==> src/rtl/skt_pkg.sv <==
// shared codes, widths and types of the sorted key table
package skt_pkg;

   localparam int DEF_CAPACITY = 16;

   localparam int KIND_W   = 2;
   localparam int KEY_W    = 8;
   localparam int STATUS_W = 2;
   localparam int POS_W    = 5;
   localparam int COUNT_W  = 5;

   localparam logic [KIND_W-1:0] KIND_INSERT = 2'd0;
   localparam logic [KIND_W-1:0] KIND_DELETE = 2'd1;
   localparam logic [KIND_W-1:0] KIND_SEARCH = 2'd2;

   localparam logic [STATUS_W-1:0] ST_OK        = 2'd0;
   localparam logic [STATUS_W-1:0] ST_NOT_FOUND = 2'd1;
   localparam logic [STATUS_W-1:0] ST_EMPTY     = 2'd2;
   localparam logic [STATUS_W-1:0] ST_FULL      = 2'd3;

   typedef struct packed {
      logic gt;
      logic eq;
   } cmp_type;

endpackage

==> src/rtl/skt_ram.sv <==
// generic single write port ram with registered read
module skt_ram #(
   parameter int WIDTH = 8,
   parameter int DEPTH = 16
) (
   input  logic                     clock,
   input  logic                     wr_en,
   input  logic [$clog2(DEPTH)-1:0] wr_addr,
   input  logic [WIDTH-1:0]         wr_data,
   input  logic [$clog2(DEPTH)-1:0] rd_addr,
   output logic [WIDTH-1:0]         rd_data
);

   logic [WIDTH-1:0] mem_ff [DEPTH];
   logic [WIDTH-1:0] rd_data_ff;

   always_ff @(posedge clock) begin
      if (wr_en) begin
         mem_ff[wr_addr] <= wr_data;
      end
      rd_data_ff <= mem_ff[rd_addr];
   end

   assign rd_data = rd_data_ff;

endmodule

==> src/rtl/skt_cmp.sv <==
// shared signed key comparator
module skt_cmp (
   input  logic signed [skt_pkg::KEY_W-1:0] entry,
   input  logic signed [skt_pkg::KEY_W-1:0] key,
   output skt_pkg::cmp_type                 result
);
   import skt_pkg::*;

   always_comb begin
      result.gt = entry > key;
      result.eq = entry == key;
   end

endmodule

==> src/rtl/skt_ctrl.sv <==
// sequencer that walks the table one entry per cycle through the shared comparator
module skt_ctrl #(
   parameter int CAPACITY = skt_pkg::DEF_CAPACITY
) (
   input  logic                                clock,
   input  logic                                reset,
   input  logic                                req_valid,
   output logic                                req_ready,
   input  logic [skt_pkg::KIND_W-1:0]          req_kind,
   input  logic signed [skt_pkg::KEY_W-1:0]    req_key,
   output logic                                rsp_valid,
   input  logic                                rsp_ready,
   output logic [skt_pkg::STATUS_W-1:0]        rsp_status,
   output logic [skt_pkg::POS_W-1:0]           rsp_position,
   output logic [skt_pkg::COUNT_W-1:0]         rsp_count,
   output logic                                ram_wr_en,
   output logic [$clog2(CAPACITY)-1:0]         ram_wr_addr,
   output logic [skt_pkg::KEY_W-1:0]           ram_wr_data,
   output logic [$clog2(CAPACITY)-1:0]         ram_rd_addr,
   input  logic [skt_pkg::KEY_W-1:0]           ram_rd_data,
   output logic signed [skt_pkg::KEY_W-1:0]    cmp_key,
   input  skt_pkg::cmp_type                    cmp_res
);
   import skt_pkg::*;

   localparam int AW = $clog2(CAPACITY);
   localparam int CW = $clog2(CAPACITY + 1);

   typedef enum logic [2:0] {
      S_IDLE, S_SCAN_UP, S_FIRST_WR, S_SCAN, S_SHIFT, S_RESULT
   } state_type;

   state_type                state_ff, state_in;
   logic [AW-1:0]            idx_ff, idx_in;
   logic [CW-1:0]            cnt_ff, cnt_in;
   logic [KIND_W-1:0]        kind_ff, kind_in;
   logic signed [KEY_W-1:0]  key_ff, key_in;
   logic [STATUS_W-1:0]      res_status_ff, res_status_in;
   logic [CW-1:0]            res_pos_ff, res_pos_in;
   logic                     rsp_valid_ff, rsp_valid_in;
   logic [STATUS_W-1:0]      rsp_status_ff, rsp_status_in;
   logic [POS_W-1:0]         rsp_pos_ff, rsp_pos_in;
   logic [COUNT_W-1:0]       rsp_count_ff, rsp_count_in;

   logic [CW-1:0]            cnt_m1;
   logic [CW-1:0]            idx_ext;
   logic                     at_last;
   logic                     accept;
   logic                     out_free;

   assign cnt_m1   = cnt_ff - CW'(1);
   assign idx_ext  = CW'(idx_ff);
   assign at_last  = idx_ext == cnt_m1;
   assign req_ready = state_ff == S_IDLE;
   assign accept   = req_valid && req_ready;
   assign out_free = !rsp_valid_ff || rsp_ready;
   assign cmp_key  = key_ff;
   assign ram_rd_addr = idx_in;

   always_comb begin
      state_in      = state_ff;
      idx_in        = idx_ff;
      cnt_in        = cnt_ff;
      kind_in       = kind_ff;
      key_in        = key_ff;
      res_status_in = res_status_ff;
      res_pos_in    = res_pos_ff;
      rsp_valid_in  = rsp_valid_ff && !rsp_ready;
      rsp_status_in = rsp_status_ff;
      rsp_pos_in    = rsp_pos_ff;
      rsp_count_in  = rsp_count_ff;
      ram_wr_en     = 1'b0;
      ram_wr_addr   = idx_ff + AW'(1);
      ram_wr_data   = ram_rd_data;

      unique case (state_ff)
         S_IDLE: begin
            if (accept) begin
               kind_in       = req_kind;
               key_in        = req_key;
               res_status_in = ST_OK;
               res_pos_in    = '0;
               state_in      = S_RESULT;
               unique case (req_kind) inside
                  KIND_INSERT: begin
                     if (cnt_ff == CW'(CAPACITY)) begin
                        res_status_in = ST_FULL;
                     end else if (cnt_ff == '0) begin
                        ram_wr_en   = 1'b1;
                        ram_wr_addr = '0;
                        ram_wr_data = req_key;
                        cnt_in      = CW'(1);
                        res_pos_in  = CW'(1);
                     end else begin
                        idx_in   = cnt_m1[AW-1:0];
                        state_in = S_SCAN_UP;
                     end
                  end
                  KIND_DELETE, KIND_SEARCH: begin
                     if (cnt_ff == '0) begin
                        res_status_in = ST_EMPTY;
                     end else begin
                        idx_in   = '0;
                        state_in = S_SCAN;
                     end
                  end
                  default: begin
                  end
               endcase
            end
         end
         S_SCAN_UP: begin
            ram_wr_en = 1'b1;
            if (cmp_res.gt) begin
               if (idx_ff == '0) begin
                  state_in = S_FIRST_WR;
               end else begin
                  idx_in = idx_ff - AW'(1);
               end
            end else begin
               ram_wr_data = key_ff;
               res_pos_in  = idx_ext + CW'(2);
               cnt_in      = cnt_ff + CW'(1);
               state_in    = S_RESULT;
            end
         end
         S_FIRST_WR: begin
            ram_wr_en   = 1'b1;
            ram_wr_addr = '0;
            ram_wr_data = key_ff;
            res_pos_in  = CW'(1);
            cnt_in      = cnt_ff + CW'(1);
            state_in    = S_RESULT;
         end
         S_SCAN: begin
            if (cmp_res.eq) begin
               res_pos_in = idx_ext + CW'(1);
               if (kind_ff == KIND_SEARCH) begin
                  state_in = S_RESULT;
               end else if (at_last) begin
                  cnt_in   = cnt_m1;
                  state_in = S_RESULT;
               end else begin
                  idx_in   = idx_ff + AW'(1);
                  state_in = S_SHIFT;
               end
            end else if (at_last) begin
               res_status_in = ST_NOT_FOUND;
               state_in      = S_RESULT;
            end else begin
               idx_in = idx_ff + AW'(1);
            end
         end
         S_SHIFT: begin
            ram_wr_en   = 1'b1;
            ram_wr_addr = idx_ff - AW'(1);
            if (at_last) begin
               cnt_in   = cnt_m1;
               state_in = S_RESULT;
            end else begin
               idx_in = idx_ff + AW'(1);
            end
         end
         S_RESULT: begin
            if (out_free) begin
               rsp_valid_in  = 1'b1;
               rsp_status_in = res_status_ff;
               rsp_pos_in    = POS_W'(res_pos_ff);
               rsp_count_in  = COUNT_W'(cnt_ff);
               state_in      = S_IDLE;
            end
         end
         default: begin
            state_in = S_IDLE;
         end
      endcase
   end

   always_ff @(posedge clock) begin
      if (reset) begin
         state_ff     <= S_IDLE;
         cnt_ff       <= '0;
         rsp_valid_ff <= 1'b0;
      end else begin
         state_ff     <= state_in;
         cnt_ff       <= cnt_in;
         rsp_valid_ff <= rsp_valid_in;
      end
      idx_ff        <= idx_in;
      kind_ff       <= kind_in;
      key_ff        <= key_in;
      res_status_ff <= res_status_in;
      res_pos_ff    <= res_pos_in;
      rsp_status_ff <= rsp_status_in;
      rsp_pos_ff    <= rsp_pos_in;
      rsp_count_ff  <= rsp_count_in;
   end

   assign rsp_valid    = rsp_valid_ff;
   assign rsp_status   = rsp_status_ff;
   assign rsp_position = rsp_pos_ff;
   assign rsp_count    = rsp_count_ff;

`ifndef ASSERT_OFF
   a_cnt_bound: assert property (@(posedge clock) disable iff (reset)
      cnt_ff <= CW'(CAPACITY))
      else $error("key count above capacity");

   a_busy_after_accept: assert property (@(posedge clock) disable iff (reset)
      accept |=> !req_ready)
      else $error("ready again right after accept");

   a_cnt_step: assert property (@(posedge clock) disable iff (reset)
      (cnt_ff != $past(cnt_ff)) |->
         (cnt_ff == $past(cnt_ff) + CW'(1) || cnt_ff == $past(cnt_ff) - CW'(1)))
      else $error("key count moved by more than one");

   a_wr_busy: assert property (@(posedge clock) disable iff (reset)
      ram_wr_en |-> (accept || state_ff != S_IDLE))
      else $error("table written while idle");

   a_full_no_write: assert property (@(posedge clock) disable iff (reset)
      (accept && req_kind == KIND_INSERT && cnt_ff == CW'(CAPACITY)) |-> !ram_wr_en)
      else $error("insert written into a full table");
`endif

endmodule

==> src/rtl/sorted_key_table_top.sv <==
// sorted key table top level: stream ports, table memory, comparator and sequencer
//
//  channel | dir | handshake          | payload
//  req     | in  | req_tvalid/tready  | tuser kind[1:0], tdata key[7:0]
//  rsp     | out | rsp_tvalid/tready  | tdata status[1:0] position[6:2] count[11:7]
//
// every word holds the sequencer from accept until its result is registered, so the next accept waits,
// for the walk of one table entry per cycle through the memory read port
// reset clears the key count and the result valid flag; table contents need no clearing
// a waiting result does not block the next request; the next result waits in the sequencer
module sorted_key_table_top #(
   parameter int CAPACITY = skt_pkg::DEF_CAPACITY
) (
   input  logic        clock,
   input  logic        reset,
   input  logic        req_tvalid,
   output logic        req_tready,
   input  logic [7:0]  req_tdata,   // key[7:0]
   input  logic [1:0]  req_tuser,   // kind[1:0]
   output logic        rsp_tvalid,
   input  logic        rsp_tready,
   output logic [15:0] rsp_tdata    // status[1:0], position[6:2], count[11:7], zero[15:12]
);
   import skt_pkg::*;

   localparam int AW = $clog2(CAPACITY);

   logic [STATUS_W-1:0]      rsp_status;
   logic [POS_W-1:0]         rsp_position;
   logic [COUNT_W-1:0]       rsp_count;
   logic                     ram_wr_en;
   logic [AW-1:0]            ram_wr_addr;
   logic [KEY_W-1:0]         ram_wr_data;
   logic [AW-1:0]            ram_rd_addr;
   logic [KEY_W-1:0]         ram_rd_data;
   logic signed [KEY_W-1:0]  cmp_key;
   cmp_type                  cmp_res;

   skt_ram #(
      .WIDTH(KEY_W),
      .DEPTH(CAPACITY)
   ) u_ram (
      .clock  (clock),
      .wr_en  (ram_wr_en),
      .wr_addr(ram_wr_addr),
      .wr_data(ram_wr_data),
      .rd_addr(ram_rd_addr),
      .rd_data(ram_rd_data)
   );

   skt_cmp u_cmp (
      .entry (ram_rd_data),
      .key   (cmp_key),
      .result(cmp_res)
   );

   skt_ctrl #(
      .CAPACITY(CAPACITY)
   ) u_ctrl (
      .clock       (clock),
      .reset       (reset),
      .req_valid   (req_tvalid),
      .req_ready   (req_tready),
      .req_kind    (req_tuser),
      .req_key     (req_tdata),
      .rsp_valid   (rsp_tvalid),
      .rsp_ready   (rsp_tready),
      .rsp_status  (rsp_status),
      .rsp_position(rsp_position),
      .rsp_count   (rsp_count),
      .ram_wr_en   (ram_wr_en),
      .ram_wr_addr (ram_wr_addr),
      .ram_wr_data (ram_wr_data),
      .ram_rd_addr (ram_rd_addr),
      .ram_rd_data (ram_rd_data),
      .cmp_key     (cmp_key),
      .cmp_res     (cmp_res)
   );

   assign rsp_tdata = {4'b0000, rsp_count, rsp_position, rsp_status};

endmodule

==> config.mk <==
export PLATFORM = sky130hd
export DESIGN_NAME = sorted_key_table_top
export DESIGN_NICKNAME = d
export VERILOG_FILES = /design/src/rtl/skt_pkg.sv /design/src/rtl/skt_ram.sv /design/src/rtl/skt_cmp.sv /design/src/rtl/skt_ctrl.sv /design/src/rtl/sorted_key_table_top.sv
export SDC_FILE = /design/constraint.sdc
export NUM_CORES = 1
export LEC_CHECK = 0
export ABC_CLOCK_PERIOD_IN_PS = 4100
export BUFFER_PORTS_ARGS = -buffer_cell sky130_fd_sc_hd__buf_4
export CORE_MARGIN = 3
export CORE_UTILIZATION = 30
export DETAILED_ROUTE_END_ITERATION = 7
export PLACE_DENSITY_LB_ADDON = 0.1
export SLEW_MARGIN = 20
export SYNTH_ARGS = -nofsm -noshare
export SYNTH_HDL_FRONTEND = slang
export SYNTH_SLANG_ARGS = --single-unit
==> constraint.sdc <==
create_clock -name clock -period 4.1 [get_ports clock]
set_clock_uncertainty 0.1 [all_clocks]
set_input_delay 0.615 -clock clock [delete_from_list [all_inputs] [get_ports clock]]
set_output_delay 0.615 -clock clock [all_outputs]
set_load 0.02 [all_outputs]
# Word level (Yosys, flattened, before mapping)
# Memory sizes are Yosys's and may differ from the RTL's. A register that Yosys moved wholly into a read port is not among the register bits.
# Index checks and enable logic that the tools add are counted.
dict set report word_totals {
  regBits 42
  wordCells 128
  output_inout_bits 18
  memories 1
  ram_bits 128
  inputBits 14
}
dict set report op_classes {
  muxes 67
  n_reduce_logical 20
  n_eq_ne 22
  order_cmp 1
  add_sub_neg 6
}
# name depth width read_ports rd_ports_with_merged_regs write_ports line_no
set memory_table {}
lappend memory_table {u_ram.mem_ff 16 8 1 1 1 skt_ram.sv:14} ;# logic [WIDTH-1:0] mem_ff [DEPTH];
# op count
set ops {}
lappend ops {{$mux 5} 13}
lappend ops {{$mux 4} 13}
lappend ops {{$mux 8} 5}
lappend ops {{$mux 3} 10}
lappend ops {{$pmux 5 s5} 1}
lappend ops {{$pmux 8 s3} 1}
lappend ops {{$pmux 5 s4} 1}
lappend ops {{$pmux 3 s6} 1}
lappend ops {{$ne 2x2->1 const B} 8}
lappend ops {{$pmux 4 s4} 1}
lappend ops {{$pmux 4 s3} 1}
lappend ops {{$mux 1} 10}
lappend ops {{$mux 2} 5}
lappend ops {{$eq 8x8->1} 1}
lappend ops {{$gt 8x8->1} 1}
lappend ops {{$pmux 2 s2} 2}
lappend ops {{$pmux 4 s2} 1}
lappend ops {{$reduce_and 4->1} 2}
lappend ops {{$reduce_and 8->1} 1}
lappend ops {{$eq 3x2->1 const B} 2}
lappend ops {{$eq 3x3->1 const B} 2}
lappend ops {{$pmux 3 s2} 1}
lappend ops {{$add 4x1->5 const B} 1}
lappend ops {{$add 4x2->5 const B} 1}
lappend ops {{other kinds (26)} 31}

# Logic depth before layout (Yosys ltp)
dict set report logic_depth {
  ltp_word 8
  ltp_mapped 15
  ltp_nobuf 12
}

# By module
# From an unflattened synthesis, not the netlist that was laid out.
dict set report hier_totals {
  cells_unflattened 572
  area_unflattened_um2 8204.1
}
# mod area_per_inst_um2 instances cells_per_inst seq_area_each_um2
set by_module_without_submodules {}
lappend by_module_without_submodules {skt_ram 5147.4 1 229 4003.8}
lappend by_module_without_submodules {skt_ctrl 2811.4 1 308 1131.1}
lappend by_module_without_submodules {skt_cmp 211.5 1 30 0.0}
lappend by_module_without_submodules {sorted_key_table_top 33.8 1 5 0.0}

# Worst setup path before layout
# Ideal clock, no wire load.
dict set report synth_path {
  path_kind {input-to-reg}
  from {input req_tuser[0]}
  to {register u_ram.rd_data_ff[1] (netlist: u_ram.rd_data[1]), read port of u_ram.mem_ff}
  setup_time_ns 0.134
  t_required_ns 3.866
  slack_ns 0.551
  arrival_ns 3.315
  stages 12
  path_buffers 1
  cell_sequence {inv_1 ha_1 nor2b_1 o21ai_0 a21oi_1 or3_1 a2111o_1 nand2_4 buf_4 mux2i_1 a2111oi_0 or4_1}
}
dict set report synth_between {
  elab_chain_cells 5
  word_cells_on_any_way 7
  classes_between {eq/ne: 2; mux: 3; reduce/logical: 2}
}
# item line_no
set synth_lines {}
lappend synth_lines {{start: declaration} sorted_key_table_top.sv:19} ;# input logic [1:0] req_tuser,
lappend synth_lines {{$eq 2x2->1 (no source line) or $eq 2x1->1 (tied branches)} -}
lappend synth_lines {{$reduce_or 2->1} skt_ctrl.sv:84} ;# unique case (req_kind) inside
lappend synth_lines {{$pmux 4 s2 (*)} skt_ctrl.sv:84}
lappend synth_lines {{$mux 4 (*)} skt_ctrl.sv:78} ;# if (accept) begin
lappend synth_lines {{$pmux 4 s4 (*)} skt_ctrl.sv:76} ;# unique case (state_ff)
lappend synth_lines {{end: declaration} skt_ram.sv:15} ;# logic [WIDTH-1:0] rd_data_ff;
# Every way passes the cells marked *; elsewhere a longest branch is shown, timed or not.
# A chain may end at the register's enable or synchronous reset.

# Worst setup path in the final report
dict set report layout_path {
  from {register u_ctrl.cnt_ff[0]}
  to {register u_ram.rd_data_ff[1] (netlist: u_ram.rd_data[1]), read port of u_ram.mem_ff}
}
dict set report layout_between {
  elab_chain_cells 6
  word_cells_on_any_way 13
  classes_between {add/sub: 1; eq/ne: 2; mux: 9; reduce/logical: 1}
}
# item line_no
set layout_lines {}
lappend layout_lines {{start: declaration} skt_ctrl.sv:35} ;# logic [CW-1:0] cnt_ff, cnt_in;
lappend layout_lines {{start signal: assignment} skt_ctrl.sv:186} ;# cnt_ff <= cnt_in;
lappend layout_lines {{$sub 5x1->5 or $logic_not 5->1 (tied branches)} {skt_ctrl.sv:51, skt_ctrl.sv:88, skt_ctrl.sv:100}}
lappend layout_lines {{$eq 4x5->1 or $mux 4 (tied branches)} {skt_ctrl.sv:53, skt_ctrl.sv:88}}
lappend layout_lines {{$mux 4 (on tied branches)} -}
lappend layout_lines {{$mux 4 or $pmux 4 s2 (tied branches)} {skt_ctrl.sv:138, skt_ctrl.sv:84}}
lappend layout_lines {{$mux 4 (on tied branches)} {skt_ctrl.sv:136, skt_ctrl.sv:78}}
lappend layout_lines {{$pmux 4 s4 (*)} skt_ctrl.sv:76}
# Marks and branches as above.

==> reports/results.ini <==
[sta]
finalCritPeriodShare_pct=96.0
clock.fmax_ghz=0.254
relSlewSlack_pct=26.5
period_minus_slack_ps=3930
finalHoldViolations=0
slew_violations=0
setup_slack_ps=166
worst_pin_slew_ps=1100
finalSetupViolCount=0

[synth]
synthArstFlopShare_pct=0
yosysSeqAreaShare_pct=60.4
yosys.area.top_type_share_pct=55.5
synth.largest_area_cell=edfxtp_1
synthTopCellsByArea=edfxtp_1, dfxtp_1, mux2i_1, a2111oi_0, a21boi_0
synth_edf_count=157
avgSynthCellArea_um2=12.6
synthFlopType=edfxtp_1
ys.warnings.count=0
syn_inst=673
synth_area_mm2=0.00850
ys_seq_elements=178
synthDistinctLibCells=65

[placement]
place_congestion=0.913
postPlaceCellArea_mm2=0.00953
dpl_worst_slack_ps=-94.8
io_buffers=27
dp_cells=1102
dp_hpwl_mm=18.3

[worst_setup_path]
required_ps=4290
crit_chain=inv_1 > ha_2 > or3b_4 > nand4_2 > nor2_1 > or3_1 > a2111o_1 > nand2_4 > buf_4 > mux2i_1 > a2111oi_0 > buf_4 > or4_1
worst-path-max-fanout=8
critPathArrivalTime_ps=4130
cp-end-kind=register
cp_common_cell=buf_4
worstSetupPathType=register to register
cp_slowest_cell=or4_1
cp-start-kind=register
max_stage_delay_ps=510

[final_layout]
fin_nets=780
register_area_mm2=0.00513
fin_cells=1134
multi_input_area_mm2=0.00304
mostFrequentLayoutCells=edfxtp_1, buf_4, nor2_1, mux2i_1, a21boi_0
mostFrequentLayoutCell=edfxtp_1
fill_cells=2641
area_delta_synth_final_pct=19.7
n_antenna_cell=0
post-route-util_pct=37.1
drive_gt1_share_pct=20.2
fin_area_mm2=0.0102

[route]
drtIter0Drc=529
viasPerCell=5.35
dr.pass1.iters=8
num_vias=6064
wl_mm=25.4
ant_nets=0
wl_per_cell_um=22.4
drc=0

[clock_network]
cts_num_sinks=178
cts_root_buffer=clkbuf_16
clk_latency_ps=430
clk_pin_slew_ps=80
clock_path_buffers=2
postCtsSetupRepairBufs=0
cts_buffers=17
cts_tree=built
cts_max_level=4

[min_path]
holdCritPathClass=primary input to register

[global_routing]
antenna_found_initial=0
grt_max_degree=41
grt_overflow=0
grt_pass1_vias=5919
track_usage_pct=16.7
grt_pass1_wl_mm=38.4

[floorplan]
die_width_um=174
rows=60
ios=32
die_area_mm2=0.0304
start_util_pct=31.0
core-area_mm2=0.0274
die_y_um=174

[run]
drv_cap=0

[run_status]
status=completed

[what timing repair did]
item	in CTS	in global routing
endpoints found under the hold margin	0	0
hold buffers	0	0
setup endpoints to repair	1	8
gates resized for setup	2	8
[cell usage after synthesis, types with 3 or more instances]
| cell | instances |
|---|---|
| o21ai_1 | 3 |
| buf_4 | 8 |
| and4_1 | 3 |
| a2111oi_0 | 33 |
| nor2_1 | 43 |
| a31oi_1 | 5 |
| and3_1 | 7 |
| xnor2_1 | 12 |
| o31ai_1 | 3 |
| o22ai_1 | 5 |
| inv_1 | 32 |
| a21boi_0 | 35 |
| o21ai_0 | 20 |
| dfxtp_1 | 21 |
| a211oi_2 | 5 |
| nand2_1 | 25 |
| mux2i_1 | 37 |
| a21oi_1 | 24 |
| nand3_1 | 7 |
| edfxtp_1 | 157 |
| nand4_1 | 4 |
| ha_1 | 17 |
| nor3_1 | 9 |
| a21o_1 | 3 |
| nand2b_1 | 7 |
| clkbuf_1 | 22 |
| buf_1 | 3 |
| o211ai_1 | 3 |
| a211o_1 | 3 |
| or4_1 | 9 |
| a22oi_1 | 4 |
| a222oi_1 | 8 |
| or3_1 | 3 |
| nor2b_1 | 8 |
| a211oi_1 | 34 |
| buf_2 | 13 |
[per-stage QoR]
step	TNS, ps	hold WS (ps)
after floorplan	0	300
after global placement	-60.1	303
after detailed placement	-111	309
after CTS	0	253
after global routing	-2.01	252
final	0	272
[path summary, 6_finish.rpt]
kind	start	slack, ps	depth (start not counted)	endpoint
max	u_ctrl.cnt_ff[0]	170	13	u_ram.rd_data[1]
min	req_tdata[3]	270	1	u_ctrl.cmp_key[3]
max reg2reg	u_ctrl.cnt_ff[0]	170	13	u_ram.rd_data[1]
min reg2reg	u_ctrl.res_pos_ff[4]	320	0	u_ctrl.rsp_position[4]
[per-layer routing]
layer	GRT usage [%]	up-vias	wire length, µm
li1	-	2782	-
met1	25.0	3071	12600
met2	25.4	188	11400
met3	2.82	23	1180
met4	3.75	0	274
met5	0	-	0
[worst max-delay path, delay by kind of cell, from the launching register on]
kind	cells	cell delay, ps
adders and majority gates	1	280
muxes	1	330
and+or+nand+nor	6	1710
DFF	1	310
AOI/OAI and AO/OA	2	610
buffers and inverters	3	440
[registers in the layout (all words and copies together), names as in the netlist]
signal,cells
u_ctrl.state_ff,3
u_ctrl.cnt_ff,5
u_ctrl.rsp_count,5
u_ctrl.rsp_valid,1
u_ctrl.res_pos_ff,5
u_ram.mem_ff,128
u_ctrl.kind_ff,2
u_ram.rd_data,8
u_ctrl.cmp_key,8
u_ctrl.rsp_position,5
u_ctrl.rsp_status,2
u_ctrl.res_status_ff,2
u_ctrl.idx_ff,4
[cells by family after synthesis]
family / Yosys count / share of synthesized area [%]
compound gates: 207 / 18.3
flops: 178 / 60.4
simple gates: 137 / 8.37
buf+inv: 82 / 4.34
mux: 37 / 4.36
fa+ha+maj: 17 / 2.50
xor+xnor: 14 / 1.61
other cells: 1 / 0.0441
[layout make-up]
type | count | area share [%]
inverter | 34 | 1.25
clock buffer | 17 | 4.18
timing repair buffer | 102 | 7.77
clock inverter | 15 | 1.81
multi-input combinational | 416 | 29.9
sequential | 178 | 50.5
tap | 372 | 4.58
Power is left out: the tool's default activity adds up to more than one toggle a clock period on the data nets, which glitch-free logic cannot reach.
